--- src/rtl/cbs_pkg.sv ---
// shared types, constants and helpers of the centered binomial sampler
package cbs_pkg;

    localparam int POLY_DEGREE = 256;
    localparam int IDX_W       = (POLY_DEGREE > 1) ? $clog2(POLY_DEGREE) : 1;

    localparam int QUEUE_DEPTH = 2;
    localparam int QPTR_W      = (QUEUE_DEPTH > 1) ? $clog2(QUEUE_DEPTH) : 1;
    localparam int QCNT_W      = $clog2(QUEUE_DEPTH + 1);

    localparam logic [2:0] HW_RESET = 3'd4;
    localparam logic [2:0] HW_ETA3  = 3'd3;
    localparam logic [2:0] HW_ETA5  = 3'd5;

    typedef enum logic [1:0] {
        MODE_W3,
        MODE_W4,
        MODE_W5
    } mode_t;

    // one complete group as handed from front to back
    typedef struct packed {
        logic [39:0] word;
        mode_t       mode;
        logic        restart;
    } group_t;

    function automatic mode_t decode_mode(input logic [2:0] hw);
        mode_t m;
        unique case (hw)
            HW_ETA3: m = MODE_W3;
            HW_ETA5: m = MODE_W5;
            default: m = MODE_W4;
        endcase
        return m;
    endfunction

endpackage

--- src/rtl/cbs_ifs.sv ---
// request channel interfaces of the centered binomial sampler

interface cbs_coin_if;
    logic       valid;
    logic       ready;
    logic [7:0] coin_byte;
    logic       first_byte;

    modport source (output valid, output coin_byte, output first_byte, input ready);
    modport sink   (input valid, input coin_byte, input first_byte, output ready);
endinterface

interface cbs_coeff_if;
    logic              valid;
    logic              ready;
    logic signed [3:0] coefficient;
    logic        [7:0] coeff_index;
    logic              last_of_run;
    logic              last_of_poly;

    modport source (output valid, output coefficient, output coeff_index,
                    output last_of_run, output last_of_poly, input ready);
    modport sink   (input valid, input coefficient, input coeff_index,
                    input last_of_run, input last_of_poly, output ready);
endinterface

interface cbs_cfg_if;
    logic       valid;
    logic       ready;
    logic [2:0] half_width;

    modport source (output valid, output half_width, input ready);
    modport sink   (input valid, input half_width, output ready);
endinterface

--- src/rtl/centered_binomial_sampler_core.sv ---
// centered binomial sampler: byte front end, group queue, coefficient back end
// a byte that completes a group enters the group queue; its first coefficient
//   then goes to the result channel from the back end's output register
// throughput: one coefficient per cycle while the result channel is ready;
//   eta 4 and eta 5 take a byte every cycle, eta 3 three bytes per 4 coefficients
// reset: clears partial group, coefficient index and queue; half_width returns to 4
module centered_binomial_sampler_core import cbs_pkg::*; (
    input  logic         clk,
    input  logic         rst_n,
    cbs_coin_if.sink     coins,
    cbs_coeff_if.source  coeffs,
    cbs_cfg_if.sink      cfg
);

    // half width: user writes only while the block is idle; the core does not check
    logic [2:0] half_width_reg, half_width_next;

    // front to queue and queue to back
    logic   push_valid, push_ready;
    group_t push_data;
    logic   pop_valid, pop_ready;
    group_t pop_data;

    // config requests are always taken
    assign cfg.ready = 1'b1;

    always_comb
    begin
        half_width_next = half_width_reg;
        if (cfg.valid)
            half_width_next = cfg.half_width;
    end

    always_ff @(posedge clk or negedge rst_n)
    begin
        if (!rst_n)
            half_width_reg <= HW_RESET;
        else
            half_width_reg <= half_width_next;
    end

    // front: gathers bytes into 3, 1 or 5 byte groups, flags new polynomials
    cbs_front u_front (
        .clk        (clk),
        .rst_n      (rst_n),
        .coins      (coins),
        .half_width (half_width_reg),
        .push_valid (push_valid),
        .push_ready (push_ready),
        .push_data  (push_data)
    );

    // queue: lets the front keep taking bytes while coefficients drain
    cbs_queue u_queue (
        .clk        (clk),
        .rst_n      (rst_n),
        .push_valid (push_valid),
        .push_ready (push_ready),
        .push_data  (push_data),
        .pop_valid  (pop_valid),
        .pop_ready  (pop_ready),
        .pop_data   (pop_data)
    );

    // back: popcount difference per coefficient, index tracking, output register
    cbs_back u_back (
        .clk       (clk),
        .rst_n     (rst_n),
        .pop_valid (pop_valid),
        .pop_ready (pop_ready),
        .pop_data  (pop_data),
        .coeffs    (coeffs)
    );

endmodule

--- src/rtl/cbs_front.sv ---
// front end: collects coin bytes into groups and pushes complete groups
module cbs_front import cbs_pkg::*; (
    input  logic         clk,
    input  logic         rst_n,
    cbs_coin_if.sink     coins,
    input  logic [2:0]   half_width,
    output logic         push_valid,
    input  logic         push_ready,
    output group_t       push_data
);

    logic [31:0] pending_reg, pending_next;
    logic [2:0]  held_reg, held_next;
    logic        restart_reg, restart_next;

    logic [31:0] pend;
    logic [2:0]  hb;
    logic        rst_grp;
    logic [3:0]  group_bytes;
    logic        complete;
    logic [39:0] word_raw;
    mode_t       mode;
    logic        accept;

    assign coins.ready = push_ready;
    assign accept      = coins.valid && coins.ready;
    assign mode        = decode_mode(half_width);

    always_comb
    begin
        // a first byte clears the partial group before it is taken in
        pend    = coins.first_byte ? 32'd0 : pending_reg;
        hb      = coins.first_byte ? 3'd0 : held_reg;
        rst_grp = coins.first_byte || restart_reg;

        unique case (mode)
            MODE_W3: group_bytes = 4'd3;
            MODE_W5: group_bytes = 4'd5;
            default: group_bytes = 4'd1;
        endcase

        complete = !(({1'b0, hb} + 4'd1) < group_bytes);
        word_raw = 40'(pend) | (40'(coins.coin_byte) << {hb, 3'b000});

        push_data.mode    = mode;
        push_data.restart = rst_grp;
        unique case (mode)
            MODE_W3: push_data.word = {16'd0, word_raw[23:0]};
            MODE_W5: push_data.word = word_raw;
            default: push_data.word = {32'd0, word_raw[7:0]};
        endcase
        push_valid = coins.valid && complete;

        pending_next = pending_reg;
        held_next    = held_reg;
        restart_next = restart_reg;
        if (accept)
        begin
            if (complete)
            begin
                pending_next = 32'd0;
                held_next    = 3'd0;
                restart_next = 1'b0;
            end
            else
            begin
                pending_next = pend | (32'(coins.coin_byte) << {hb, 3'b000});
                held_next    = hb + 3'd1;
                restart_next = rst_grp;
            end
        end
    end

    always_ff @(posedge clk or negedge rst_n)
    begin
        if (!rst_n)
        begin
            pending_reg <= 32'd0;
            held_reg    <= 3'd0;
            restart_reg <= 1'b0;
        end
        else
        begin
            pending_reg <= pending_next;
            held_reg    <= held_next;
            restart_reg <= restart_next;
        end
    end

endmodule

--- src/rtl/cbs_queue.sv ---
// short group queue between front and back
module cbs_queue import cbs_pkg::*; (
    input  logic   clk,
    input  logic   rst_n,
    input  logic   push_valid,
    output logic   push_ready,
    input  group_t push_data,
    output logic   pop_valid,
    input  logic   pop_ready,
    output group_t pop_data
);

    group_t             mem_reg [QUEUE_DEPTH];
    logic [QPTR_W-1:0]  wr_ptr_reg, wr_ptr_next;
    logic [QPTR_W-1:0]  rd_ptr_reg, rd_ptr_next;
    logic [QCNT_W-1:0]  count_reg, count_next;
    logic               push, pop;

    assign push_ready = (count_reg != QCNT_W'(QUEUE_DEPTH));
    assign pop_valid  = (count_reg != '0);
    assign pop_data   = mem_reg[rd_ptr_reg];
    assign push       = push_valid && push_ready;
    assign pop        = pop_valid && pop_ready;

    always_comb
    begin
        wr_ptr_next = wr_ptr_reg;
        rd_ptr_next = rd_ptr_reg;
        count_next  = count_reg;
        if (push)
            wr_ptr_next = (wr_ptr_reg == QPTR_W'(QUEUE_DEPTH - 1)) ? '0 : wr_ptr_reg + 1'b1;
        if (pop)
            rd_ptr_next = (rd_ptr_reg == QPTR_W'(QUEUE_DEPTH - 1)) ? '0 : rd_ptr_reg + 1'b1;
        if (push && !pop)
            count_next = count_reg + 1'b1;
        else if (pop && !push)
            count_next = count_reg - 1'b1;
    end

    always_ff @(posedge clk or negedge rst_n)
    begin
        if (!rst_n)
        begin
            wr_ptr_reg <= '0;
            rd_ptr_reg <= '0;
            count_reg  <= '0;
        end
        else
        begin
            wr_ptr_reg <= wr_ptr_next;
            rd_ptr_reg <= rd_ptr_next;
            count_reg  <= count_next;
        end
    end

    always_ff @(posedge clk)
    begin
        if (push)
            mem_reg[wr_ptr_reg] <= push_data;
    end

endmodule

--- src/rtl/cbs_back.sv ---
// back end: walks queued groups, one coefficient per cycle while coeffs.ready is high
module cbs_back import cbs_pkg::*; (
    input  logic       clk,
    input  logic       rst_n,
    input  logic       pop_valid,
    output logic       pop_ready,
    input  group_t     pop_data,
    cbs_coeff_if.source coeffs
);

    logic [1:0]       k_reg, k_next;
    logic [IDX_W-1:0] idx_reg, idx_next;

    logic             out_valid_reg, out_valid_next;
    logic [3:0]       out_coef_reg, out_coef_next;
    logic [IDX_W-1:0] out_idx_reg, out_idx_next;
    logic             out_last_run_reg, out_last_run_next;
    logic             out_last_poly_reg, out_last_poly_next;

    logic             load;
    logic             last_k;
    logic [IDX_W-1:0] base_idx;
    logic [4:0]       lo_bits, hi_bits;
    logic [2:0]       lo_cnt, hi_cnt;

    function automatic logic [2:0] ones5(input logic [4:0] v);
        logic [2:0] n;
        n = 3'd0;
        for (int i = 0; i < 5; i++)
            n = n + 3'(v[i]);
        return n;
    endfunction

    assign load      = pop_valid && (!out_valid_reg || coeffs.ready);
    assign pop_ready = load && last_k;

    always_comb
    begin
        unique case (pop_data.mode)
            MODE_W3:
            begin
                lo_bits = {2'b00, pop_data.word[6 * k_reg +: 3]};
                hi_bits = {2'b00, pop_data.word[6 * k_reg + 3 +: 3]};
                last_k  = (k_reg == 2'd3);
            end
            MODE_W5:
            begin
                lo_bits = pop_data.word[10 * k_reg +: 5];
                hi_bits = pop_data.word[10 * k_reg + 5 +: 5];
                last_k  = (k_reg == 2'd3);
            end
            default:
            begin
                lo_bits = {1'b0, pop_data.word[3:0]};
                hi_bits = {1'b0, pop_data.word[7:4]};
                last_k  = 1'b1;
            end
        endcase
        lo_cnt = ones5(lo_bits);
        hi_cnt = ones5(hi_bits);

        // new polynomial restarts the index at the group's first coefficient
        base_idx = (k_reg == 2'd0 && pop_data.restart) ? '0 : idx_reg;

        k_next             = k_reg;
        idx_next           = idx_reg;
        out_valid_next     = out_valid_reg;
        out_coef_next      = out_coef_reg;
        out_idx_next       = out_idx_reg;
        out_last_run_next  = out_last_run_reg;
        out_last_poly_next = out_last_poly_reg;

        if (coeffs.ready)
            out_valid_next = 1'b0;
        if (load)
        begin
            out_valid_next     = 1'b1;
            out_coef_next      = {1'b0, lo_cnt} - {1'b0, hi_cnt};
            out_idx_next       = base_idx;
            out_last_run_next  = last_k;
            out_last_poly_next = (base_idx == IDX_W'(POLY_DEGREE - 1));
            idx_next           = (base_idx == IDX_W'(POLY_DEGREE - 1)) ? '0 : base_idx + 1'b1;
            k_next             = last_k ? 2'd0 : k_reg + 2'd1;
        end
    end

    always_ff @(posedge clk or negedge rst_n)
    begin
        if (!rst_n)
        begin
            k_reg         <= 2'd0;
            idx_reg       <= '0;
            out_valid_reg <= 1'b0;
        end
        else
        begin
            k_reg         <= k_next;
            idx_reg       <= idx_next;
            out_valid_reg <= out_valid_next;
        end
    end

    always_ff @(posedge clk)
    begin
        out_coef_reg      <= out_coef_next;
        out_idx_reg       <= out_idx_next;
        out_last_run_reg  <= out_last_run_next;
        out_last_poly_reg <= out_last_poly_next;
    end

    assign coeffs.valid        = out_valid_reg;
    assign coeffs.coefficient  = out_coef_reg;
    assign coeffs.coeff_index  = 8'(out_idx_reg);
    assign coeffs.last_of_run  = out_last_run_reg;
    assign coeffs.last_of_poly = out_last_poly_reg;

`ifndef SYNTHESIS
    // a group part way through stays at the queue head
    assert property (@(posedge clk) disable iff (!rst_n) (k_reg != 2'd0) |-> pop_valid)
        else $error("group left the queue before its last coefficient");

    // releasing a group always leaves its closing coefficient in the output register
    assert property (@(posedge clk) disable iff (!rst_n)
        (pop_valid && pop_ready) |=> (out_valid_reg && out_last_run_reg))
        else $error("group released without a closing coefficient");

    // last_of_poly marks exactly the top index
    assert property (@(posedge clk) disable iff (!rst_n)
        out_valid_reg |-> (out_last_poly_reg == (out_idx_reg == IDX_W'(POLY_DEGREE - 1))))
        else $error("last_of_poly out of step with coefficient index");

    // waiting work is never left idle behind an empty output register
    assert property (@(posedge clk) disable iff (!rst_n)
        (pop_valid && !out_valid_reg) |=> out_valid_reg)
        else $error("back end idle with a group queued");
`endif

endmodule

--- src/flat_wrapper.sv ---
// flat-port wrapper written by rule: the top's interface ports become plain ports
module centered_binomial_sampler_core_flat import cbs_pkg::*;
  (clk, rst_n, coins_valid, coins_coin_byte, coins_first_byte, coins_ready, coeffs_valid, coeffs_coefficient, coeffs_coeff_index, coeffs_last_of_run, coeffs_last_of_poly, coeffs_ready, cfg_valid, cfg_half_width, cfg_ready);
  cbs_coin_if coins_i ();
  cbs_coeff_if coeffs_i ();
  cbs_cfg_if cfg_i ();
  input  logic clk;
  input  logic rst_n;
  input wire logic [$bits(coins_i.valid)-1:0] coins_valid;
  input wire logic [$bits(coins_i.coin_byte)-1:0] coins_coin_byte;
  input wire logic [$bits(coins_i.first_byte)-1:0] coins_first_byte;
  output wire logic [$bits(coins_i.ready)-1:0] coins_ready;
  output wire logic [$bits(coeffs_i.valid)-1:0] coeffs_valid;
  output wire logic [$bits(coeffs_i.coefficient)-1:0] coeffs_coefficient;
  output wire logic [$bits(coeffs_i.coeff_index)-1:0] coeffs_coeff_index;
  output wire logic [$bits(coeffs_i.last_of_run)-1:0] coeffs_last_of_run;
  output wire logic [$bits(coeffs_i.last_of_poly)-1:0] coeffs_last_of_poly;
  input wire logic [$bits(coeffs_i.ready)-1:0] coeffs_ready;
  input wire logic [$bits(cfg_i.valid)-1:0] cfg_valid;
  input wire logic [$bits(cfg_i.half_width)-1:0] cfg_half_width;
  output wire logic [$bits(cfg_i.ready)-1:0] cfg_ready;
  assign coins_i.valid = coins_valid;
  assign coins_i.coin_byte = coins_coin_byte;
  assign coins_i.first_byte = coins_first_byte;
  assign coins_ready = coins_i.ready;
  assign coeffs_valid = coeffs_i.valid;
  assign coeffs_coefficient = coeffs_i.coefficient;
  assign coeffs_coeff_index = coeffs_i.coeff_index;
  assign coeffs_last_of_run = coeffs_i.last_of_run;
  assign coeffs_last_of_poly = coeffs_i.last_of_poly;
  assign coeffs_i.ready = coeffs_ready;
  assign cfg_i.valid = cfg_valid;
  assign cfg_i.half_width = cfg_half_width;
  assign cfg_ready = cfg_i.ready;
  centered_binomial_sampler_core u_core (.clk(clk), .rst_n(rst_n), .coins(coins_i), .coeffs(coeffs_i), .cfg(cfg_i));
endmodule
--- config.mk ---
export PLATFORM = sky130hd
export DESIGN_NAME = centered_binomial_sampler_core_flat
export DESIGN_NICKNAME = d
export VERILOG_FILES = /design/src/rtl/cbs_pkg.sv /design/src/rtl/cbs_ifs.sv /design/src/rtl/centered_binomial_sampler_core.sv /design/src/rtl/cbs_front.sv /design/src/rtl/cbs_queue.sv /design/src/rtl/cbs_back.sv /design/src/flat_wrapper.sv
export SDC_FILE = /design/constraint.sdc
export NUM_CORES = 1
export LEC_CHECK = 0
export CELL_PAD_IN_SITES_DETAIL_PLACEMENT = 2
export CELL_PAD_IN_SITES_GLOBAL_PLACEMENT = 2
export CORE_MARGIN = 2
export CORE_UTILIZATION = 45
export CTS_BUF_LIST = sky130_fd_sc_hd__clkbuf_8 sky130_fd_sc_hd__clkbuf_16
export DETAILED_ROUTE_END_ITERATION = 7
export DONT_BUFFER_PORTS = 1
export PLACE_DENSITY_LB_ADDON = 0.1
export SETUP_SLACK_MARGIN = 0.05
export SLEW_MARGIN = 20
export SYNTH_ARGS = -nofsm -noshare
export SYNTH_HDL_FRONTEND = slang
export SYNTH_SLANG_ARGS = --single-unit
--- constraint.sdc ---
create_clock -name clk -period 6.25 [get_ports clk]
set_clock_uncertainty 0.05 [all_clocks]
set_input_delay 0.625 -clock clk [delete_from_list [all_inputs] [get_ports clk]]
set_output_delay 0.625 -clock clk [all_outputs]
set_load 0.01 [all_outputs]
==> reports/qor.txt, run 1 <==
=================================================================================
Register clock-pin slew on the reported worst setup and hold paths        0.06 ns
Async S/R FF share, synth                                                   0.351
Flops & latches, synth                                                        154
Largest net degree at the start of global routing                              55
Wire length per cell                                                      26.3 um
Post-CTS repair timing setup buffer count                                       0
Most used DFF post-synth                                                 edfxtp_1
Critical path data required time                                          6.50 ns
Fillers                                                                     1,617
Synth Warn #                                                                    0
Final worst path period need                                              4.92 ns
Number of buffer and inverter stages on the critical path                       5
Startpoint of the most critical setup path                           u_core.u_queue.rd_ptr_reg$_DFFE_PN0P_
Horiz. Die Dim                                                             134 um
Share of the synthesized area in the top cell type                          0.394
Leakage dissipation                                                       3.19 nW
Root buffer cell                                                        clkbuf_16
CP Launch Type                                                          flip-flop
Effective utilization at floorplan                                          0.460
Drt initial violations                                                        325
Post-Route WL                                                           21,800 um
Post-detailed-placement half-perimeter wirelength                       14,700 um
Area of all placed cells without fillers                                 8450 um2
Ordered list of cells on the worst path                              nor2_1 -> a22oi_1 -> o21ai_0 -> fa_1 -> inv_1 -> fa_1 -> inv_1 -> fa_1 -> inv_1 -> fa_1 -> inv_1 -> fa_1 -> inv_1
Final routed DRC violation total                                                0
Synthesized cell area                                                    7620 um2
Detail-routed via count per cell                                             6.03
Routed vias                                                                 4,991
Vertical die dimension                                                     134 um
Reg-to-Reg End                                                       u_core.u_back.coeffs.coefficient[1]$_DFFE_PP_
Combined global-route utilization of all metal layers                       0.260
Number of antenna violations at the first check in global routing               0
Worst-path maximum fanout                                                      34
Length of the first detailed-routing pass in iterations                         5
Count of flip-flops with a built-in enable after synthesis                    100
Final Cycle Share                                                           0.786
Reg2Reg Depth                                                                  13
Syn Inst Count                                                                613
Crit path DAT                                                             5.16 ns
Total die area                                                         18,000 um2
CTS H-Tree Depth                                                                4
Top delay family on crit path                                         adder cells
Count of nets after finishing                                                 627
Reg-to-reg critical path startpoint                                  u_core.u_queue.rd_ptr_reg$_DFFE_PN0P_
CP endpoint                                                          u_core.u_back.coeffs.coefficient[1]$_DFFE_PP_
Final Max Tran Viols                                                            0
Worst min-delay path class                                           input port to async pin
Max Clk Rate                                                            0.203 GHz
Worst Setup End Kind                                                    flip-flop
Average instance area after synthesis                                    12.4 um2
Stages on the worst setup path                                                 13
Type of the setup path with the least slack                          flip-flop to flip-flop
Vias in the first global route                                              5,653
Routability Congestion                                                      0.768
Run status                                                           complete, no violations
Final antenna diode count                                                       0
Dpl cell area                                                            7760 um2
Number of different library cells in the post-synthesis netlist                63
Port Buffers                                                                    0
Site Rows                                                                      47
Max incr delay on CP                                                      0.99 ns
Areal power density over the cells                                     520 nW/um2
Library cell occupying the most area in the post-synthesis netlist       edfxtp_1
Clock tree sinks                                                              154
Maxcap violations                                                               0
Setup TNS Final                                                              0 ns
Pin slew with the least headroom to its limit                             1.13 ns
Slowest cell on the critical path                                         dfrtp_2
CTS tree                                                                      yes
Final hold violation count                                                      0
Number of buffers on the longest clock path                                     2
Headroom to the max-slew limit                                              0.242
Reg-to-reg slack, setup                                                   1.33 ns
Worst voltage drop across the vdd grid                                   0.430 mV
Share of post-route cells with drive strength above 1                       0.143
TritonCTS Buffers                                                              17
Syn Nets                                                                      645
Number of primary I/O pins                                                     34
Count of endpoints failing setup in the final report                            0
Remaining antenna violation count after routing                                 0
Largest cells by area after synthesis                                edfxtp_1 39%, dfrtp_1 17%, mux4_2 8.6%
Growth of design area from synthesis to finish                              10.8%
Register area share after synthesis                                         0.571
Clock latency of the later-clocked register in the worst-skew pair        0.43 ns
Setup repair after global routing missed its margin                            no
Global-route wire length before repair                                  34,500 um
Global route total overflow                                                     0
Std-Cell Core Area                                                     16,600 um2
Flip-flop count of the largest register after layout                           86
=================================================================================
[where the power goes]
part,switching (mW),internal (mW)
clock,0.418,0.744
combinational,0.881,0.690
sequential,0.251,1.41
total,1.55,2.84
[logic make-up after synthesis]
group                    share of synthesized area
other                                     0.000492
AO/OA/AOI/OAI                                0.107
AND/OR/NAND/NOR                              0.124
multiplexers                                 0.115
adder cells (fa/ha/maj)                     0.0305
XOR/XNOR                                   0.00804
buffers and inverters                       0.0440
flip-flops                                   0.571
[placed cells by master (no fill, tap or decap), types with 12 or more instances in the layout]
master     instances
nor2_1            58
a21oi_1           39
mux2i_1           13
and2_1            16
clkbuf_16         17
a22oi_1           20
inv_1             35
nor2b_1           31
mux4_2            29
nand2_1           40
o21ai_0           12
edfxtp_1         100
dfrtp_1           52
[worst min path at each step]
stage | start | end
2_1_floorplan | rst_n | u_core.half_width_reg[0]$_DFFE_PN0P_
3_3_place_gp | rst_n | u_core.half_width_reg[1]$_DFFE_PN0P_
3_5_place_dp | rst_n | u_core.half_width_reg[0]$_DFFE_PN0P_
4_1_cts | rst_n | u_core.half_width_reg[0]$_DFFE_PN0P_
5_1_grt | rst_n | u_core.half_width_reg[0]$_DFFE_PN0P_
6_report | rst_n | u_core.half_width_reg[0]$_DFFE_PN0P_
[timing repair]
action                    in CTS  in global routing
hold buffers                   1                  0
hold endpoints to repair      54                  0
gates resized for setup        0                  0
[per-layer routing]
layer	GRT usage	wire length (um)
met1	0.326	9040
met2	0.458	11600
met3	0.0582	795
met4	0.0661	344
met5	0	0
[area by class of cell]
cell class	instances	area [um2]	share of cell area
flip-flops and latches	154	4360	0.516
multi-input cells	380	2950	0.350
clock buffers	17	425	0.0504
well taps	220	275	0.0326
clock inverters	15	230	0.0273
inverters	35	131	0.0156
repair buffers	7	72.6	0.00859
[cell usage after synthesis (3+ instances only)]
library cell / count
nand3_1: 7
buf_2: 13
nor3_1: 3
o31ai_1: 9
and2_1: 17
o211ai_1: 8
fa_1: 6
o22ai_1: 3
xnor2_1: 4
a21oi_1: 40
mux2i_1: 13
dfrtp_1: 53
a22o_1: 4
a2bb2oi_1: 8
o21ai_0: 12
nor2b_1: 32
nand2_1: 40
a22oi_1: 20
xor2_1: 3
nand2b_1: 4
clkbuf_1: 25
inv_1: 33
nor2_1: 58
a31oi_1: 5
mux2_2: 6
mux4_2: 29
edfxtp_1: 100
or2_2: 3
ha_1: 9
and3_1: 5
[through the flow]
stage | hold slack [ns] | utilization | power, mW | setup WS (ns) | instances
after global routing | 0.00979 | 0.509 | 4.65 | 0.979 | 828
after global placement | 0.281 | 0.468 | 3.06 | 1.43 | 795
after CTS | 0.00835 | 0.509 | 4.43 | 1.29 | 828
after detailed placement | 0.281 | 0.468 | 3.23 | 1.30 | 795
after floorplan | 0.279 | - | 2.75 | 1.78 | 613
final | 0.0184 | 0.509 | 4.39 | 1.33 | 828
No activity file was read; power rests on OpenSTA's default activity.
==> run 2, diff against run 1 <==
- CORE_UTILIZATION: 45 -> 40
- clock period: 6.25 -> 4.3 ns (I/O delays scaled with it)
==> run 2 against run 1 <==
Against the previous run: critical path depth rose by 1; critical endpoint unchanged; flip-flop and latch count did not move; wire length is 2.0% lower; worst hold slack improved by 0.083 ns; largest power group is now combinational cells; sequential share of layout area shrank 1.4 points; total power is 46% higher; non-clock buffer count is 28 higher.
==> reports/qor.txt, run 2 (synthesized netlist as in run 1, its figures left out) <==
=================================================================================
Run status                                                           complete, no violations   unchanged
Proportion of power drawn by the clock network                              0.234   was 0.265
Worst-path maximum fanout                                                       2   was 34
Leakage dissipation                                                       3.32 nW   was 3.19 nW
Number of cells traversed by the worst hold path                                1
Global route total overflow                                                     0   unchanged
Wire length per cell                                                      24.6 um   was 26.3 um
Register clock-pin slew on the reported worst setup and hold paths        0.06 ns   about the same
CTS tree                                                                      yes   unchanged
Count of endpoints failing setup in the final report                            0   unchanged
Top delay family on crit path                                         adder cells   unchanged
Comb pwr share                                                              0.408   was 0.358
Stages on the worst setup path                                                 14   was 13
Number of buffers on the longest clock path                                     2   unchanged
Length of the first detailed-routing pass in iterations                         4   was 5
Growth of design area from synthesis to finish                              13.8%   was 10.8%
Worst voltage drop across the vdd grid                                   0.315 mV   was 0.430 mV
Overall power after layout                                                6.42 mW   was 4.39 mW
Net switching power figure                                                2.27 mW   was 1.55 mW
Post-Route WL                                                           21,400 um   was 21,800 um
Maxcap violations                                                               0   unchanged
Slowest cell on the critical path                                            fa_1   was dfrtp_2
Max Clk Rate                                                            0.236 GHz   was 0.203 GHz
Root buffer cell                                                        clkbuf_16   unchanged
Worst Setup End Kind                                                    flip-flop   unchanged
Drt initial violations                                                        337   was 325
Final worst path period need                                              4.24 ns   was 4.92 ns
Std-Cell Core Area                                                     18,700 um2   was 16,600 um2
Clock tree sinks                                                              154   unchanged
Global-route wire length before repair                                  33,700 um   was 34,500 um
Max incr delay on CP                                                      0.54 ns   was 0.99 ns
Final routed DRC violation total                                                0   unchanged
Effective utilization at floorplan                                          0.408   was 0.460
Final antenna diode count                                                       0   unchanged
Top cell by count, worst path                                               inv_2
Share of post-route cells with drive strength above 1                       0.198   was 0.143
Leading cell types in the layout, fill and taps excluded             100 x edfxtp_1, 57 x nor2_1, 51 x dfrtp_1   was 100 x edfxtp_1, 58 x nor2_1, 52 x dfrtp_1
Vertical die dimension                                                     142 um   was 134 um
Post-detailed-placement half-perimeter wirelength                       14,700 um   about the same
Worst min-delay path class                                           input port to flip-flop   was input port to async pin
Startpoint of the most critical setup path                           u_core.u_queue.mem_reg[0][18]$_DFFE_PP_   was u_core.u_queue.rd_ptr_reg$_DFFE_PN0P_
Number of buffer and inverter stages on the critical path                       5   unchanged
Detail-routed via count per cell                                             5.71   was 6.03
Number of antenna violations at the first check in global routing               0   unchanged
Internal power summed over all cells                                      4.15 mW   was 2.84 mW
Total die area                                                         20,200 um2   was 18,000 um2
Pin slew with the least headroom to its limit                             1.11 ns   was 1.13 ns
Port Buffers                                                                    0   unchanged
Ordered list of cells on the worst path                              mux4_2 -> mux2_4 -> a31oi_1 -> o21ai_1 -> fa_1 -> inv_1 -> fa_1 -> inv_2 -> fa_1 -> inv_2 -> fa_2 -> inv_2 -> fa_2 -> inv_2   was nor2_1 -> a22oi_1 -> o21ai_0 -> fa_1 -> inv_1 -> fa_1 -> inv_1 -> fa_1 -> inv_1 -> fa_1 -> inv_1 -> fa_1 -> inv_1
Most common library cell in the layout ignoring fill and taps            edfxtp_1   unchanged
Finished Core Util                                                          0.464   was 0.509
Final hold violation count                                                      0   unchanged
Setup repair after global routing missed its margin                           yes   was no
Horiz. Die Dim                                                             142 um   was 134 um
CTS H-Tree Depth                                                                4   unchanged
Routability Congestion                                                      0.766   was 0.768
Switching share of power                                                    0.353   about the same
Final Max Tran Viols                                                            0   unchanged
Reg-to-reg critical path startpoint                                  u_core.u_queue.mem_reg[0][18]$_DFFE_PP_   was u_core.u_queue.rd_ptr_reg$_DFFE_PN0P_
TritonCTS Buffers                                                              17   unchanged
Critical path data required time                                          4.56 ns   was 6.50 ns
Crit path DAT                                                             4.50 ns   was 5.16 ns
Clock latency of the later-clocked register in the worst-skew pair        0.43 ns   about the same
Number of primary I/O pins                                                     34   unchanged
Final Cycle Share                                                           0.986   was 0.786
Site Rows                                                                      50   was 47
Largest net degree at the start of global routing                              55   unchanged
Areal power density over the cells                                     740 nW/um2   was 520 nW/um2
Combined global-route utilization of all metal layers                       0.227   was 0.260
Fillers                                                                     1,839   was 1,617
Vias in the first global route                                              5,526   was 5,653
Type of the setup path with the least slack                          flip-flop to flip-flop   unchanged
Headroom to the max-slew limit                                              0.260   was 0.242
Flip-flop count of the largest register after layout                           86   unchanged
CP Launch Type                                                          flip-flop   unchanged
Seq pwr share                                                               0.357   was 0.378
Remaining antenna violation count after routing                                 0   unchanged
Count of non-filler cells in the finished layout                              870   was 828
Hold path start                                                      cfg_half_width[0]
Reg2Reg Depth                                                                  14   was 13
Count of nets after finishing                                                 655   was 627
Routed vias                                                                 4,967   was 4,991
Total instance count after detailed placement                                 826   was 795
=================================================================================
-- run 2: path summary, 6_finish.rpt --
check	slack [ns]	to
setup / recovery	0.06	u_core.u_back.coeffs.coefficient[1]$_DFFE_PP_
hold / removal	0.10	u_core.half_width_reg[0]$_DFFE_PN0P_
setup reg to reg	0.06	u_core.u_back.coeffs.coefficient[1]$_DFFE_PP_
hold reg to reg	0.43	u_core.u_front.pending_reg[6]$_DFFE_PN0P_
max in group asynchronous	3.44	u_core.u_queue.rd_ptr_reg$_DFFE_PN0P_
min in group asynchronous	0.46	u_core.half_width_reg[1]$_DFFE_PN0P_
-- run 2: power groups by stage --
stage / Sequential [mW] / Clock [mW] / Combinational (mW)
5_1_grt: 2.33 / 1.59 / 2.96
6_report: 2.29 / 1.51 / 2.62
4_1_cts: 2.30 / 1.54 / 2.57
2_1_floorplan: 2.21 / 0 / 1.79
3_3_place_gp: 2.29 / 0 / 2.27
3_5_place_dp: 2.32 / 0 / 2.41
-- run 2: area by class of cell --
| class | count | area, um2 | share of cell area |
|---|---|---|---|
| multi-input combinational | 380 | 2980 | 0.343 |
| inverter | 35 | 131 | 0.0151 |
| timing repair buffer | 35 | 334 | 0.0385 |
| clock buffer | 20 | 478 | 0.0551 |
| sequential | 154 | 4360 | 0.502 |
| tap | 234 | 293 | 0.0337 |
| clock inverter | 12 | 106 | 0.0123 |
-- run 2: worst reg2reg max path, delay by kind of cell, from the launching register on --
family                   cells  cell delay (ns)
buffers and inverters        5             0.25
flip-flops                   1             0.42
AO/OA/AOI/OAI                2             0.27
multiplexers                 2             0.79
adder cells (fa/ha/maj)      5             2.33
-- run 2: routing by layer --
layer,vias to the layer above,part of all wire,GRT usage
li1,2251,-,-
met1,2612,0.43,0.292
met2,82,0.52,0.393
met3,22,0.031,0.0414
met4,0,0.016,0.0695
met5,-,0,0
-- run 2: metrics by stage --
stage	worst slack (ns)	instance area (um2)	TNS [ns]	hold slack [ns]
final	0.0584	8680	0	0.102
after global routing	-0.0585	8680	-0.0585	0.0923
after CTS	0.0602	8650	0	0.0833
after detailed placement	-0.164	7920	-0.233	0.0852
after global placement	-0.000610	7920	-0.000610	0.0857
after floorplan	0.0249	7640	0	0.0844
-- run 2: repair_timing --
item / in CTS / in global routing
setup buffers: 7 / 2
pin swaps: 3 / 4
setup endpoints to repair: 3 / 2
gates cloned: 1 / 0
hold buffers: 2 / 0
endpoints found under the hold margin: 54 / 0
resized for setup: 9 / 10
==> run 3, diff against run 2 <==
- MAX_ROUTING_LAYER: not set -> met4
==> run 3 against run 2 <==
Against the previous run: via count about the same; total power is essentially flat; global-route usage rose by 0.63 points; sequential power hardly changed; highest routed layer unchanged; worst hold slack hardly changed; clock power about the same.
==> reports/qor.txt, run 3 (synthesized netlist as in run 1, its figures left out) <==
=================================================================================
Run status                                                           complete, no violations   unchanged
Slowest cell on the critical path                                            fa_1   unchanged
CTS H-Tree Depth                                                                4   unchanged
Clock tree sinks                                                              154   unchanged
Switching share of power                                                    0.353   about the same
Length of the first detailed-routing pass in iterations                         4   unchanged
Combined global-route utilization of all metal layers                       0.234   was 0.227
Leakage dissipation                                                       3.32 nW   unchanged
Number of buffer and inverter stages on the critical path                       5   unchanged
Global-route wire length before repair                                  33,700 um   unchanged
Vertical die dimension                                                     142 um   unchanged
Comb pwr share                                                              0.408   about the same
Seq pwr share                                                               0.357   about the same
Site Rows                                                                      50   unchanged
Number of primary I/O pins                                                     34   unchanged
Top cell by count, worst path                                               inv_2   unchanged
Drt initial violations                                                        342   was 337
Final Cycle Share                                                           0.987   was 0.986
Share of post-route cells with drive strength above 1                       0.198   unchanged
Crit path DAT                                                             4.50 ns   about the same
Proportion of power drawn by the clock network                              0.235   was 0.234
FF+latch area                                                            4360 um2   unchanged
Final routed DRC violation total                                                0   unchanged
Remaining antenna violation count after routing                                 0   unchanged
Count of nets after finishing                                                 655   unchanged
Growth of design area from synthesis to finish                              13.8%   unchanged
Setup repair after global routing missed its margin                           yes   unchanged
Internal power summed over all cells                                      4.15 mW   about the same
Flip-flop count of the largest register after layout                           86   unchanged
Clock latency of the later-clocked register in the worst-skew pair        0.43 ns   about the same
Overall power after layout                                                6.42 mW   about the same
Most common library cell in the layout ignoring fill and taps            edfxtp_1   unchanged
Area used by multi-input combinational logic                             2980 um2   unchanged
TritonCTS Buffers                                                              17   unchanged
Area of all placed cells without fillers                                 8680 um2   unchanged
Critical path data required time                                          4.56 ns   about the same
Routability Congestion                                                      0.776   was 0.766
Count of endpoints failing setup in the final report                            0   unchanged
Worst setup timing slack at the placement stage                         -0.164 ns   unchanged
Pin slew with the least headroom to its limit                             1.07 ns   was 1.11 ns
Final hold violation count                                                      0   unchanged
Worst min-delay path class                                           input port to flip-flop   unchanged
Horiz. Die Dim                                                             142 um   unchanged
Count of non-filler cells in the finished layout                              870   unchanged
CP Launch Type                                                          flip-flop   unchanged
Post-Route WL                                                           21,400 um   about the same
Number of buffers on the longest clock path                                     2   unchanged
Top delay family on crit path                                         adder cells   unchanged
CTS tree                                                                      yes   unchanged
Effective utilization at floorplan                                          0.408   unchanged
Wire length per cell                                                      24.6 um   about the same
Std-Cell Core Area                                                     18,700 um2   unchanged
Maxcap violations                                                               0   unchanged
Net switching power figure                                                2.27 mW   about the same
Number of antenna violations at the first check in global routing               0   unchanged
Dpl cell area                                                            7920 um2   unchanged
Total instance count after detailed placement                                 826   unchanged
Final antenna diode count                                                       0   unchanged
Final Max Tran Viols                                                            0   unchanged
Worst-case setup margin in the final layout                             0.0557 ns   was 0.0584 ns
Port Buffers                                                                    0   unchanged
Vias in the first global route                                              5,510   was 5,526
Total die area                                                         20,200 um2   unchanged
Max Clk Rate                                                            0.236 GHz   about the same
Areal power density over the cells                                     739 nW/um2   was 740 nW/um2
Worst Setup End Kind                                                    flip-flop   unchanged
Ordered list of cells on the worst path                              mux4_2 -> mux2_4 -> a31oi_1 -> o21ai_1 -> fa_1 -> inv_1 -> fa_1 -> inv_2 -> fa_1 -> inv_2 -> fa_2 -> inv_2 -> fa_2 -> inv_2   unchanged
Routed vias                                                                 4,966   was 4,967
Fillers                                                                     1,839   unchanged
Post-detailed-placement half-perimeter wirelength                       14,700 um   unchanged
Root buffer cell                                                        clkbuf_16   unchanged
Detail-routed via count per cell                                             5.71   about the same
Leading cell types in the layout, fill and taps excluded             100 x edfxtp_1, 57 x nor2_1, 51 x dfrtp_1   unchanged
Global route total overflow                                                     0   unchanged
Worst voltage drop across the vdd grid                                   0.316 mV   was 0.315 mV
Type of the setup path with the least slack                          flip-flop to flip-flop   unchanged
Max incr delay on CP                                                      0.54 ns   about the same
Register clock-pin slew on the reported worst setup and hold paths        0.06 ns   about the same
Headroom to the max-slew limit                                              0.283   was 0.260
Largest net degree at the start of global routing                              55   unchanged
Final worst path period need                                              4.24 ns   about the same
Worst-path maximum fanout                                                       2   unchanged
=================================================================================
run 3: cell counts in the layout (fill, tap and decap cells not counted):
Identical to the previous run, type by type.
run 3: area by class of cell:
class                      count  share of cell area
inverter                      35              0.0151
sequential                   154               0.502
clock inverter                12              0.0123
clock buffer                  20              0.0551
tap                          234              0.0337
multi-input combinational    380               0.343
timing repair buffer          35              0.0385
run 3: layer usage:
metal | share of wire | up-vias | wire (um) | global-route usage
met2 | 0.52 | 96 | 11200 | 0.394
met4 | 0.015 | 0 | 310 | 0.0663
li1 | - | 2247 | - | -
met3 | 0.035 | 22 | 744 | 0.0414
met1 | 0.43 | 2601 | 9170 | 0.292
met5 | 0 | - | 0 | -
run 3: what timing repair did:
item,4_1_cts,5_1_grt
gates resized for setup,9,10
setup endpoints to repair,3,2
gates cloned,1,0
hold buffers,2,0
endpoints found under the hold margin,54,0
pin swaps,3,4
buffers inserted,7,2
run 3: worst reg2reg max path, stage by stage, from the launching register on:
cell      delay, ns
edfxtp_1       0.38
mux4_2         0.53
mux2_4         0.29
a31oi_1        0.16
o21ai_1        0.12
fa_1           0.51
inv_1          0.05
fa_1           0.49
inv_2          0.04
fa_1           0.54
inv_2          0.04
fa_2           0.36
inv_2          0.07
fa_2           0.43
inv_2          0.05
run 3: worst paths after layout:
| check | start | end | slack (ns) | cells past startpoint |
|---|---|---|---|---|
| max in group asynchronous | rst_n | u_core.half_width_reg[2]$_DFFE_PN1P_ | 3.44 | 2 |
| hold / removal | cfg_half_width[0] | u_core.half_width_reg[0]$_DFFE_PN0P_ | 0.10 | 1 |
| setup / recovery | u_core.u_queue.mem_reg[0][2]$_DFFE_PP_ | u_core.u_back.coeffs.coefficient[1]$_DFFE_PP_ | 0.06 | 14 |
| hold reg to reg | u_core.u_front.pending_reg[3]$_DFFE_PN0P_ | u_core.u_front.pending_reg[3]$_DFFE_PN0P_ | 0.43 | 2 |
| setup reg to reg | u_core.u_queue.mem_reg[0][2]$_DFFE_PP_ | u_core.u_back.coeffs.coefficient[1]$_DFFE_PP_ | 0.06 | 14 |
| min in group asynchronous | rst_n | u_core.half_width_reg[0]$_DFFE_PN0P_ | 0.47 | 2 |
run 3: power groups by stage:
stage	Sequential [mW]	Clock, mW	Combinational (mW)
global placement	2.29	0	2.27
finish	2.29	1.51	2.62
global route	2.33	1.59	2.96
CTS	2.30	1.54	2.57
detailed placement	2.32	0	2.41
floorplan	2.21	0	1.79
run 3: per-stage QoR:
step / hold slack, ns / setup TNS, ns / util
2_1_floorplan: 0.0844 / 0 / -
3_3_place_gp: 0.0857 / -0.000610 / 0.424
3_5_place_dp: 0.0852 / -0.233 / 0.424
4_1_cts: 0.0833 / 0 / 0.462
5_1_grt: 0.0945 / -0.0587 / 0.464
6_report: 0.101 / 0 / 0.464
